[config.mk]
export PLATFORM = sky130hd
export DESIGN_NAME = scancode_to_ascii_with_fifo
export DESIGN_NICKNAME = d
export VERILOG_FILES = /design/src/hw/rtl/sc2a_pkg.sv /design/src/hw/rtl/sc2a_ram.sv /design/src/hw/rtl/scancode_to_ascii_with_fifo.sv
export SDC_FILE = /design/constraint.sdc
export NUM_CORES = 2
export LEC_CHECK = 0
export BUFFER_PORTS_ARGS = -buffer_cell sky130_fd_sc_hd__buf_2
export CORE_ASPECT_RATIO = 0.9
export CORE_UTILIZATION = 55
export DETAILED_ROUTE_END_ITERATION = 6
export PLACE_DENSITY_LB_ADDON = 0.1
export SYNTH_ARGS = -nofsm -noshare
export SYNTH_HDL_FRONTEND = slang
export SYNTH_SLANG_ARGS = --single-unit
[constraint.sdc]
create_clock -name clk -period 36.7 [get_ports clk]
set_input_delay 1.835 -clock clk [delete_from_list [all_inputs] [get_ports clk]]
set_output_delay 1.835 -clock clk [all_outputs]
set_load 0.02 [all_outputs]
[src/hw/rtl/sc2a_pkg.sv]
`timescale 1ns / 1ps

package sc2a_pkg;

  localparam int FIFO_DEPTH_DEF = 256;
  localparam int CHAR_W         = 7;
  localparam int CODE_W         = 8;
  localparam int LEVEL_W        = 9;

  // transaction commands
  localparam logic CMD_SCAN = 1'b0;
  localparam logic CMD_READ = 1'b1;

  // set-1 modifier keys, release bit stripped
  localparam logic [CHAR_W-1:0] KEY_LSHIFT = 7'h2A;
  localparam logic [CHAR_W-1:0] KEY_RSHIFT = 7'h36;
  localparam logic [CHAR_W-1:0] KEY_CAPS   = 7'h3A;
  localparam logic [CHAR_W-1:0] KEY_CTRL   = 7'h1D;
  localparam logic [CHAR_W-1:0] KEY_ALT    = 7'h38;

  localparam logic [CHAR_W-1:0] ASCII_LOWER_R = 7'h72;
  localparam logic [CHAR_W-1:0] ASCII_UPPER_R = 7'h52;
  localparam logic [CHAR_W-1:0] ASCII_LOWER_A = 7'h61;
  localparam logic [CHAR_W-1:0] ASCII_LOWER_Z = 7'h7A;

  localparam int MAP_N = 64;

  // us layout, unshifted
  localparam logic [CHAR_W-1:0] PLAIN_MAP [MAP_N] = '{
    7'h00, 7'h1B, 7'h31, 7'h32, 7'h33, 7'h34, 7'h35, 7'h36,
    7'h37, 7'h38, 7'h39, 7'h30, 7'h2D, 7'h3D, 7'h08, 7'h09,
    7'h71, 7'h77, 7'h65, 7'h72, 7'h74, 7'h79, 7'h75, 7'h69,
    7'h6F, 7'h70, 7'h5B, 7'h5D, 7'h0A, 7'h00, 7'h61, 7'h73,
    7'h64, 7'h66, 7'h67, 7'h68, 7'h6A, 7'h6B, 7'h6C, 7'h3B,
    7'h27, 7'h60, 7'h00, 7'h5C, 7'h7A, 7'h78, 7'h63, 7'h76,
    7'h62, 7'h6E, 7'h6D, 7'h2C, 7'h2E, 7'h2F, 7'h00, 7'h2A,
    7'h00, 7'h20, 7'h00, 7'h00, 7'h00, 7'h00, 7'h00, 7'h00
  };

  // us layout, shifted
  localparam logic [CHAR_W-1:0] UPPER_MAP [MAP_N] = '{
    7'h00, 7'h1B, 7'h21, 7'h40, 7'h23, 7'h24, 7'h25, 7'h5E,
    7'h26, 7'h2A, 7'h28, 7'h29, 7'h5F, 7'h2B, 7'h08, 7'h09,
    7'h51, 7'h57, 7'h45, 7'h52, 7'h54, 7'h59, 7'h55, 7'h49,
    7'h4F, 7'h50, 7'h7B, 7'h7D, 7'h0A, 7'h00, 7'h41, 7'h53,
    7'h44, 7'h46, 7'h47, 7'h48, 7'h4A, 7'h4B, 7'h4C, 7'h3A,
    7'h22, 7'h7E, 7'h00, 7'h7C, 7'h5A, 7'h58, 7'h43, 7'h56,
    7'h42, 7'h4E, 7'h4D, 7'h3C, 7'h3E, 7'h3F, 7'h00, 7'h2A,
    7'h00, 7'h20, 7'h00, 7'h00, 7'h00, 7'h00, 7'h00, 7'h00
  };

endpackage

[src/hw/rtl/sc2a_ram.sv]
`timescale 1ns / 1ps

module sc2a_ram #(
  parameter int WIDTH  = 8,
  parameter int DEPTH  = 256,
  parameter int ADDR_W = $clog2(DEPTH)
) (
  input  logic              clk,
  input  logic              we,
  input  logic [ADDR_W-1:0] waddr,
  input  logic [WIDTH-1:0]  wdata,
  input  logic              re,
  input  logic [ADDR_W-1:0] raddr,
  output logic [WIDTH-1:0]  rdata
);

  logic [WIDTH-1:0] mem [DEPTH];
  logic [WIDTH-1:0] rdata_r;

  always_ff @(posedge clk) begin
    if (we) begin
      mem[waddr] <= wdata;
    end
    if (re) begin
      rdata_r <= mem[raddr];
    end
  end

  assign rdata = rdata_r;

endmodule

[src/hw/rtl/scancode_to_ascii_with_fifo.sv]
`timescale 1ns / 1ps

// PS/2 set-1 scancode decoder with a character queue. Every cycle one transaction is
// taken: a scancode (command 0) updates shift/ctrl/caps state and, for a printable make
// code, pushes its US-layout character into a FIFO_DEPTH-entry queue unless full, or
// flags a snapshot request for ctrl+r; a read (command 1) pops one character if any.
// Each transaction's result is registered for the next cycle, so the throughput is one
// transaction per cycle while out_ready is high. The queue sits in a single RAM with one
// write and one registered read per cycle; a push and a pop never share a cycle, so no
// forwarding is needed, and the RAM is not cleared after reset since only written
// entries are ever popped. fifo_level reports the low 9 bits of the fill count.
module scancode_to_ascii_with_fifo
  import sc2a_pkg::*;
#(
  parameter int FIFO_DEPTH = FIFO_DEPTH_DEF
) (
  input  logic               clk,
  input  logic               rst_n,
  input  logic               in_valid,
  output logic               in_ready,
  input  logic               in_command,
  input  logic [CODE_W-1:0]  in_scancode,
  output logic               out_valid,
  input  logic               out_ready,
  output logic [CHAR_W-1:0]  out_decoded_char,
  output logic               out_snapshot_request,
  output logic [CHAR_W-1:0]  out_read_char,
  output logic [LEVEL_W-1:0] out_fifo_level
);

  localparam int PTR_W = $clog2(FIFO_DEPTH);
  localparam int CNT_W = $clog2(FIFO_DEPTH + 1);
  localparam logic [PTR_W-1:0] PTR_LAST = PTR_W'(FIFO_DEPTH - 1);
  localparam logic [CNT_W-1:0] CNT_FULL = CNT_W'(FIFO_DEPTH);

  logic              lshift_r, lshift_nxt;
  logic              rshift_r, rshift_nxt;
  logic              caps_r, caps_nxt;
  logic              ctrl_r, ctrl_nxt;
  logic [PTR_W-1:0]  wr_ptr_r, wr_ptr_nxt;
  logic [PTR_W-1:0]  rd_ptr_r, rd_ptr_nxt;
  logic [CNT_W-1:0]  cnt_r, cnt_nxt;

  logic              out_valid_r;
  logic [CHAR_W-1:0] out_char_r;
  logic              out_snap_r;
  logic              out_pop_r;
  logic [CNT_W-1:0]  out_cnt_r;

  logic              in_fire;
  logic              is_scan;
  logic              pressed;
  logic [CHAR_W-1:0] key;
  logic              is_modifier;
  logic [CHAR_W-1:0] lo_char;
  logic [CHAR_W-1:0] hi_char;
  logic              letter;
  logic [CHAR_W-1:0] ch;
  logic              snap;
  logic              push;
  logic              pop;
  logic [CHAR_W-1:0] ram_rdata;

  assign in_ready = !out_valid_r || out_ready;
  assign in_fire  = in_valid && in_ready;
  assign is_scan  = (in_command == CMD_SCAN);
  assign pressed  = !in_scancode[CODE_W-1];
  assign key      = in_scancode[CHAR_W-1:0];
  assign lo_char  = PLAIN_MAP[key[5:0]];
  assign hi_char  = UPPER_MAP[key[5:0]];
  assign letter   = lo_char inside {[ASCII_LOWER_A:ASCII_LOWER_Z]};

  // alt is swallowed like the other modifiers; it changes no character
  assign is_modifier = (key == KEY_LSHIFT) || (key == KEY_RSHIFT) || (key == KEY_CAPS) ||
                       (key == KEY_CTRL) || (key == KEY_ALT);

  always_comb begin
    ch = '0;
    if (is_scan && !is_modifier && pressed && !key[CHAR_W-1] && lo_char != '0) begin
      if (lshift_r || rshift_r) begin
        ch = (caps_r && letter) ? lo_char : hi_char;
      end else begin
        ch = (caps_r && letter) ? hi_char : lo_char;
      end
    end
  end

  assign snap = ctrl_r && (ch == ASCII_LOWER_R || ch == ASCII_UPPER_R);
  assign push = in_fire && is_scan && ch != '0 && !snap && cnt_r < CNT_FULL;
  assign pop  = in_fire && !is_scan && cnt_r != '0;

  always_comb begin
    lshift_nxt = lshift_r;
    rshift_nxt = rshift_r;
    caps_nxt   = caps_r;
    ctrl_nxt   = ctrl_r;
    if (in_fire && is_scan) begin
      case (key)
        KEY_LSHIFT: lshift_nxt = pressed;
        KEY_RSHIFT: rshift_nxt = pressed;
        KEY_CAPS:   caps_nxt   = caps_r ^ pressed;
        KEY_CTRL:   ctrl_nxt   = pressed;
        default:    ;
      endcase
    end
  end

  always_comb begin
    wr_ptr_nxt = wr_ptr_r;
    rd_ptr_nxt = rd_ptr_r;
    cnt_nxt    = cnt_r;
    if (push) begin
      wr_ptr_nxt = (wr_ptr_r == PTR_LAST) ? '0 : wr_ptr_r + PTR_W'(1);
      cnt_nxt    = cnt_r + CNT_W'(1);
    end else if (pop) begin
      rd_ptr_nxt = (rd_ptr_r == PTR_LAST) ? '0 : rd_ptr_r + PTR_W'(1);
      cnt_nxt    = cnt_r - CNT_W'(1);
    end
  end

  always_ff @(posedge clk) begin
    if (!rst_n) begin
      lshift_r    <= 1'b0;
      rshift_r    <= 1'b0;
      caps_r      <= 1'b0;
      ctrl_r      <= 1'b0;
      wr_ptr_r    <= '0;
      rd_ptr_r    <= '0;
      cnt_r       <= '0;
      out_valid_r <= 1'b0;
    end else begin
      lshift_r <= lshift_nxt;
      rshift_r <= rshift_nxt;
      caps_r   <= caps_nxt;
      ctrl_r   <= ctrl_nxt;
      wr_ptr_r <= wr_ptr_nxt;
      rd_ptr_r <= rd_ptr_nxt;
      cnt_r    <= cnt_nxt;
      if (in_fire) begin
        out_valid_r <= 1'b1;
      end else if (out_ready) begin
        out_valid_r <= 1'b0;
      end
    end
  end

  always_ff @(posedge clk) begin
    if (in_fire) begin
      out_char_r <= ch;
      out_snap_r <= snap;
      out_pop_r  <= pop;
      out_cnt_r  <= cnt_nxt;
    end
  end

  // read data is only reloaded on a new transaction, so it holds while the result stalls
  sc2a_ram #(
    .WIDTH (CHAR_W),
    .DEPTH (FIFO_DEPTH),
    .ADDR_W(PTR_W)
  ) u_store (
    .clk  (clk),
    .we   (push),
    .waddr(wr_ptr_r),
    .wdata(ch),
    .re   (pop),
    .raddr(rd_ptr_r),
    .rdata(ram_rdata)
  );

  assign out_valid            = out_valid_r;
  assign out_decoded_char     = out_char_r;
  assign out_snapshot_request = out_snap_r;
  assign out_read_char        = out_pop_r ? ram_rdata : '0;
  assign out_fifo_level       = LEVEL_W'(out_cnt_r);

`ifndef NO_ASSERTIONS
  a_count_bound: assert property (@(posedge clk) disable iff (!rst_n)
    cnt_r <= CNT_FULL)
    else $error("fill count above depth");

  a_empty_ptrs: assert property (@(posedge clk) disable iff (!rst_n)
    (cnt_r == '0 || cnt_r == CNT_FULL) |-> wr_ptr_r == rd_ptr_r)
    else $error("pointers disagree with fill count");

  a_pop_count: assert property (@(posedge clk) disable iff (!rst_n)
    (in_fire && !is_scan && cnt_r != '0) |=> cnt_r == $past(cnt_r) - CNT_W'(1))
    else $error("pop did not decrement fill count");

  a_snap_no_pop: assert property (@(posedge clk) disable iff (!rst_n)
    out_valid_r |-> !(out_snap_r && out_pop_r))
    else $error("snapshot and pop in one result");
`endif

endmodule
# Word-level counts from Yosys, hierarchy flattened
# Memory sizes are Yosys's and may differ from the RTL's. A register that Yosys moved wholly into a read port is not among the register bits.
# Index checks and enable logic that the tools add are counted.
dict set report totals {
  register_bits 48
  mem_bits_rw 1792
  mem_bits_ro 896
  input_bits 13
  output_inout_bits 26
  word_cells 88
  memories 3
}
# memory depth width read_ports rd_ports_with_merged_regs wr line
set mem_list {}
lappend mem_list {u_store.mem 256 7 1 1 1 sc2a_ram.sv:17} ;# logic [WIDTH-1:0] mem [DEPTH];
lappend mem_list {{(name not given)} 64 7 1 0 0 scancode_to_ascii_with_fifo.sv:70} ;# assign hi_char = UPPER_MAP[key[5:0]];
lappend mem_list {{(name not given)} 64 7 1 0 0 scancode_to_ascii_with_fifo.sv:69} ;# assign lo_char = PLAIN_MAP[key[5:0]];
dict set report op_classes {
  addsub 4
  magnitude_cmp 4
  n_eq_ne 9
  muxes 17
  n_bitwise 4
  reduce_logical 35
}
# op n
set op_table {}
lappend op_table {{7-bit two-way mux} 9}
lappend op_table {{7-bit by 6-bit equality test with 1-bit output, second input constant} 4}
lappend op_table {{9-bit two-way mux} 2}
lappend op_table {{8-bit by 1-bit adder with 8-bit output, second input constant} 2}
lappend op_table {{8-bit equality test, second input constant} 2}
lappend op_table {{8-bit two-way mux} 2}
lappend op_table {{7-bit equality test, second input constant} 2}
lappend op_table {{7-bit greater-or-equal comparator, second input constant} 2}
lappend op_table {{1-bit logical AND} 14}
lappend op_table {{7-bit nonzero test} 2}
lappend op_table {{2-bit AND reduction} 5}
lappend op_table {{9-bit by 1-bit adder with 9-bit output, second input constant} 1}
lappend op_table {{9-bit less-than comparator, second input constant} 1}
lappend op_table {{9-bit nonzero test} 1}
lappend op_table {{9-bit by 1-bit subtractor with 9-bit output, second input constant} 1}
lappend op_table {{7-bit by 5-bit equality test with 1-bit output, second input constant} 1}
lappend op_table {{7-bit less-or-equal comparator, second input constant} 1}
lappend op_table {{1-bit logical OR} 7}
lappend op_table {{6-bit NOT with 7-bit output} 1}
lappend op_table {{1-bit logical NOT} 5}
lappend op_table {{1-bit two-way mux} 4}
lappend op_table {{1-bit NOT} 2}
lappend op_table {{2-bit nonzero test} 1}
lappend op_table {{1-bit bitwise XOR} 1}

# Longest topological paths before layout
dict set report logic_depth {
  depth_word 19
  ltp_mapped 16
  depth_no_buf 12
}

# Hierarchy
# A second synthesis with hierarchy kept.
dict set report hier_totals {
  hier_cells 3877
  area_unflattened_um2 74167.4
}
# module n_inst cells_per_inst area_per_inst_um2
set by_module_without_submodules {}
lappend by_module_without_submodules {sc2a_ram 1 3381 70267.4}
lappend by_module_without_submodules {scancode_to_ascii_with_fifo 1 496 3900.0}

# Least setup slack after synthesis
# Ideal clock, no wire load.
dict set report synth_timing {
  kind {input to register}
  start {input in_scancode[1]}
  end {register out_char_r[5] (netlist: out_decoded_char[5]) (data pin)}
  setup_time_ns 2.252
  arrival_time_ns 14.826
  slack_ns 19.622
  path_stages 13
  path_buffers 2
  path_cell_list {buf_4 > inv_1 > ha_1 > nor2_1 > a21oi_1 > o32ai_1 > or3_4 > or4b_4 > o211ai_2 > and3_1 > clkbuf_1 > nor2_1 > a211oi_1}
}
dict set report synth_via {
  elab_chain_len 11
  elab_cells_between_ends 30
  cone_classes {2 x order compare; 5 x eq/ne; 8 x mux; 1 x bitwise; 12 x reduce/logical; 2 x memory}
}
# element line
set synth_rtl {}
lappend synth_rtl {{start, declared} scancode_to_ascii_with_fifo.sv:22} ;# input logic [CODE_W-1:0] in_scancode,
lappend synth_rtl {{branches (longest 10 deep; another with memory 64 x 7 bit)} --}
lappend synth_rtl {{7-bit two-way mux (*)} scancode_to_ascii_with_fifo.sv:79} ;# if (is_scan && !is_modifier && pressed && !key[CHAR_W-1] && lo_char != '0) begin
lappend synth_rtl {{via ch[5]} scancode_to_ascii_with_fifo.sv:58} ;# logic [CHAR_W-1:0] ch;
lappend synth_rtl {{end signal, assigned} scancode_to_ascii_with_fifo.sv:149} ;# out_char_r <= ch;
lappend synth_rtl {{end, declared} scancode_to_ascii_with_fifo.sv:45} ;# logic [CHAR_W-1:0] out_char_r;
# Mark *: on every way through the listed nets, which the timed path passes. The select of a mux whose other input is x is not followed.
# A chain may end at the register's enable or synchronous reset.

# Final worst setup path
dict set report layout_timing {
  start {input in_scancode[2]}
  end {memory u_store.mem[45][3] in the netlist's numbering (data pin)}
}
dict set report layout_via {
  elab_chain_len 11
  elab_cells_between_ends 30
  cone_classes {2 x order compare; 5 x eq/ne; 8 x mux; 1 x bitwise; 12 x reduce/logical; 2 x memory}
}
# element line
set layout_rtl {}
lappend layout_rtl {{branches (longest 10 deep; another with memory 64 x 7 bit)} --}
lappend layout_rtl {{7-bit two-way mux (*)} scancode_to_ascii_with_fifo.sv:79}
lappend layout_rtl {{via ch[3]} scancode_to_ascii_with_fifo.sv:58}
lappend layout_rtl {{end, declared} sc2a_ram.sv:17}
# Marked as above.

==> reports/results.ini <==
[setup_path]
startpoint_type = primary input
cpMaxStageDelayCell = o21ai_0
rr_endpoint = u_store.rdata[4]
r2r_start = rd_ptr_r[0]
rr_worst_depth = 9
cp_cell_sequence = buf_2 > inv_2 > ha_1 > inv_1 > o21ai_0 > o21ai_0 > and3_1 > nand2b_1 > o41a_1 > and3_1 > mux2i_1 > nor2_4 > buf_4 > buf_4
cp-end-kind = flop
cp.depth = 14
cp-endpoint = u_store.mem[45][3]
path_buf_inv = 5
worstPathRequired_ns = 37.15
crit_path_start = in_scancode[2]
crit_path_max_incr_delay_ns = 0.81
path_delay_family = buffers and inverters
path_class = in2reg
cp_max_fo = 88
reg2reg_slack_ns = 30.70
critical_path_arrival_ns = 7.44

[placement]
io_buffers = 38
dp_cells = 4968
pre_cts_ws_ns = 29.09
gp_congestion = 0.833
place_hpwl_mm = 101
placed_cell_area_um2 = 75700

[logic_synthesis]
netlist-cell-type-count = 85
synth-edff-count = 1817
ys_ff_latch = 1847
synth_ff_type = edfxtp_1
yosysTopAreaCell = edfxtp_1
synth_fp_nets = 3373
ys_seq_area_frac = 0.750
synth_top_area_share = 0.742
synthCells = 3340
ys_warn_count = 0
syn_area_per_cell_um2 = 22.0
synth.area.top_cells = edfxtp_1, mux4_2, nor2_1
synthArstFlopShare = 0
netlist_area_um2 = 73600

[floorplanning]
die_x_um = 388
die_y_um = 349
initial_utilization = 0.558
rows = 126
die-area_um2 = 135000
core_area_um2 = 132000
io_pins = 39

[drt]
avgRoutedWirePerCell_um = 32.1
wl_mm = 170
viasPerCell = 6.53
drtIter0Drc = 3909
via_count = 34600
postRouteAntennaNets = 0
drc = 0
drt_first_pass_iters = 6

[power_and_ir_drop]
ir_worst_vdd_uv = 43.7
switching_power_mw = 0.986
power_density_nw_per_um2 = 55.1
sw_frac_of_total = 0.220
power_frac_comb = 0.081
p_leak_nw = 27.7
p_int_mw = 3.50
pwr-share-clk = 0.399
seq_power_share = 0.519
power.total_mw = 4.49

[layout]
final_nets = 3451
area_delta_synth_final_pct = 10.6
utilization = 0.617
design_area_um2 = 81400
drive_gt1_frac = 0.294
fillCellCount = 8896
final_cells = 5296
final_common_cell = edfxtp_1
layout_common_cells = edfxtp_1, mux4_2, nor2_1

[hold_path]
hold_class = reg2reg

[cts]
cts_buffers = 176
post_cts_buffers = 0
cts_tree = built
post_cts_resized = 0
root_buffer = clkbuf_16
clk_pin_slew_ns = 0.06
cts_buffer_depth = 3
insertion_delay_ns = 0.80
holdBufCountCts = 0
clock_sinks = 1847
h-tree-depth = 4

[grt]
grt_pass1_vias = 35000
antenna_found_initial = 5
grt_max_degree = 193
grt_pass1_wl_mm = 250
overflow = 0
gr-usage-all-layers = 0.258

[sta]
tightestPinTransition_ns = 1.28
fmax_mhz = 143
hold_viol = 0
slew_violations = 0
period_needed_ns = 6.99
finalWorstSetupSlack_ns = 29.71
setup_viol = 0
max_slew_margin = 0.147
setup_tns_ns = 0
clock_skew_ns = 0.0353
period_share = 0.190
rsz0062_at_grt = false
hold_ws_ns = 0.504

[run_status]
outcome = finished, final reports clean

[run]
cap_violations = 0

## per-layer routing
| metal | global-route usage | routed length, um | vias to the layer above |
|---|---|---|---|
| met5 | 0 | 14 | - |
| met4 | 0.0631 | 3460 | 2 |
| met3 | 0.0470 | 12700 | 221 |
| met2 | 0.402 | 82400 | 1413 |
| met1 | 0.383 | 71500 | 18700 |
| li1 | - | - | 14200 |
## synthesized netlist by cell type (all sizes together), types with 8 or more instances
cell / number
a211oi: 11
a21oi: 35
a31oi: 8
and2: 13
buf: 99
clkbuf: 98
dfxtp: 30
edfxtp: 1817
ha: 20
inv: 18
mux2i: 13
mux4: 594
nand2: 54
nand2b: 20
nand3: 19
nand4: 20
nor2: 304
nor2b: 12
nor3: 18
o21ai: 21
or2: 10
## worst min path at each step
stage | start | end | slack, ns | depth (start not counted)
2_1_floorplan | wr_ptr_r[3] | wr_ptr_r[3] | 0.47 | 2
3_3_place_gp | wr_ptr_r[3] | wr_ptr_r[3] | 0.49 | 2
3_5_place_dp | wr_ptr_r[3] | wr_ptr_r[3] | 0.49 | 2
4_1_cts | wr_ptr_r[3] | wr_ptr_r[3] | 0.50 | 2
5_1_grt | out_valid | out_valid | 0.56 | 2
6_report | wr_ptr_r[3] | wr_ptr_r[3] | 0.50 | 2
## final cells by class
cell class              instances  area [um^2]  area share
multi-input cells            1277        17600       0.216
clock inverters               110          987      0.0121
repair buffers                 97          696     0.00855
diodes                          2         5.00   0.0000615
clock buffers                 216         4720      0.0580
inverters                      19         71.3    0.000876
well taps                    1728         2160      0.0266
flip-flops and latches       1847        55200       0.678
## sequential cells by signal, indices dropped and copies added (netlist names), 7 cells and up
signal and flops:
cnt_r 9, out_decoded_char 7, out_fifo_level 9, rd_ptr_r 8, u_store.mem 1792, u_store.rdata 7, wr_ptr_r 8
## power groups by stage
stage | combinational, mW | clock (mW) | sequential (mW)
2_1_floorplan | 0.276 | 0 | 2.38
3_3_place_gp | 0.368 | 0 | 2.38
3_5_place_dp | 0.373 | 0 | 2.38
4_1_cts | 0.373 | 1.82 | 2.33
5_1_grt | 0.392 | 1.90 | 2.33
6_report | 0.365 | 1.79 | 2.33
## tightest hold or removal path, stage by stage, from the launching register on
cell	delay, ns
dfxtp_1	0.33
nand2_1	0.06
o21ai_0	0.06
## kinds of logic after synthesis
kind of cell | synth area share
DFF | 0.750
AOI/OAI and AO/OA | 0.0123
buffers and inverters | 0.0127
xor gates and xnor gates | 0.00155
adders and majority gates | 0.00340
muxes | 0.184
and+or+nand+nor | 0.0360
Power figures use the tool's default switching activity.
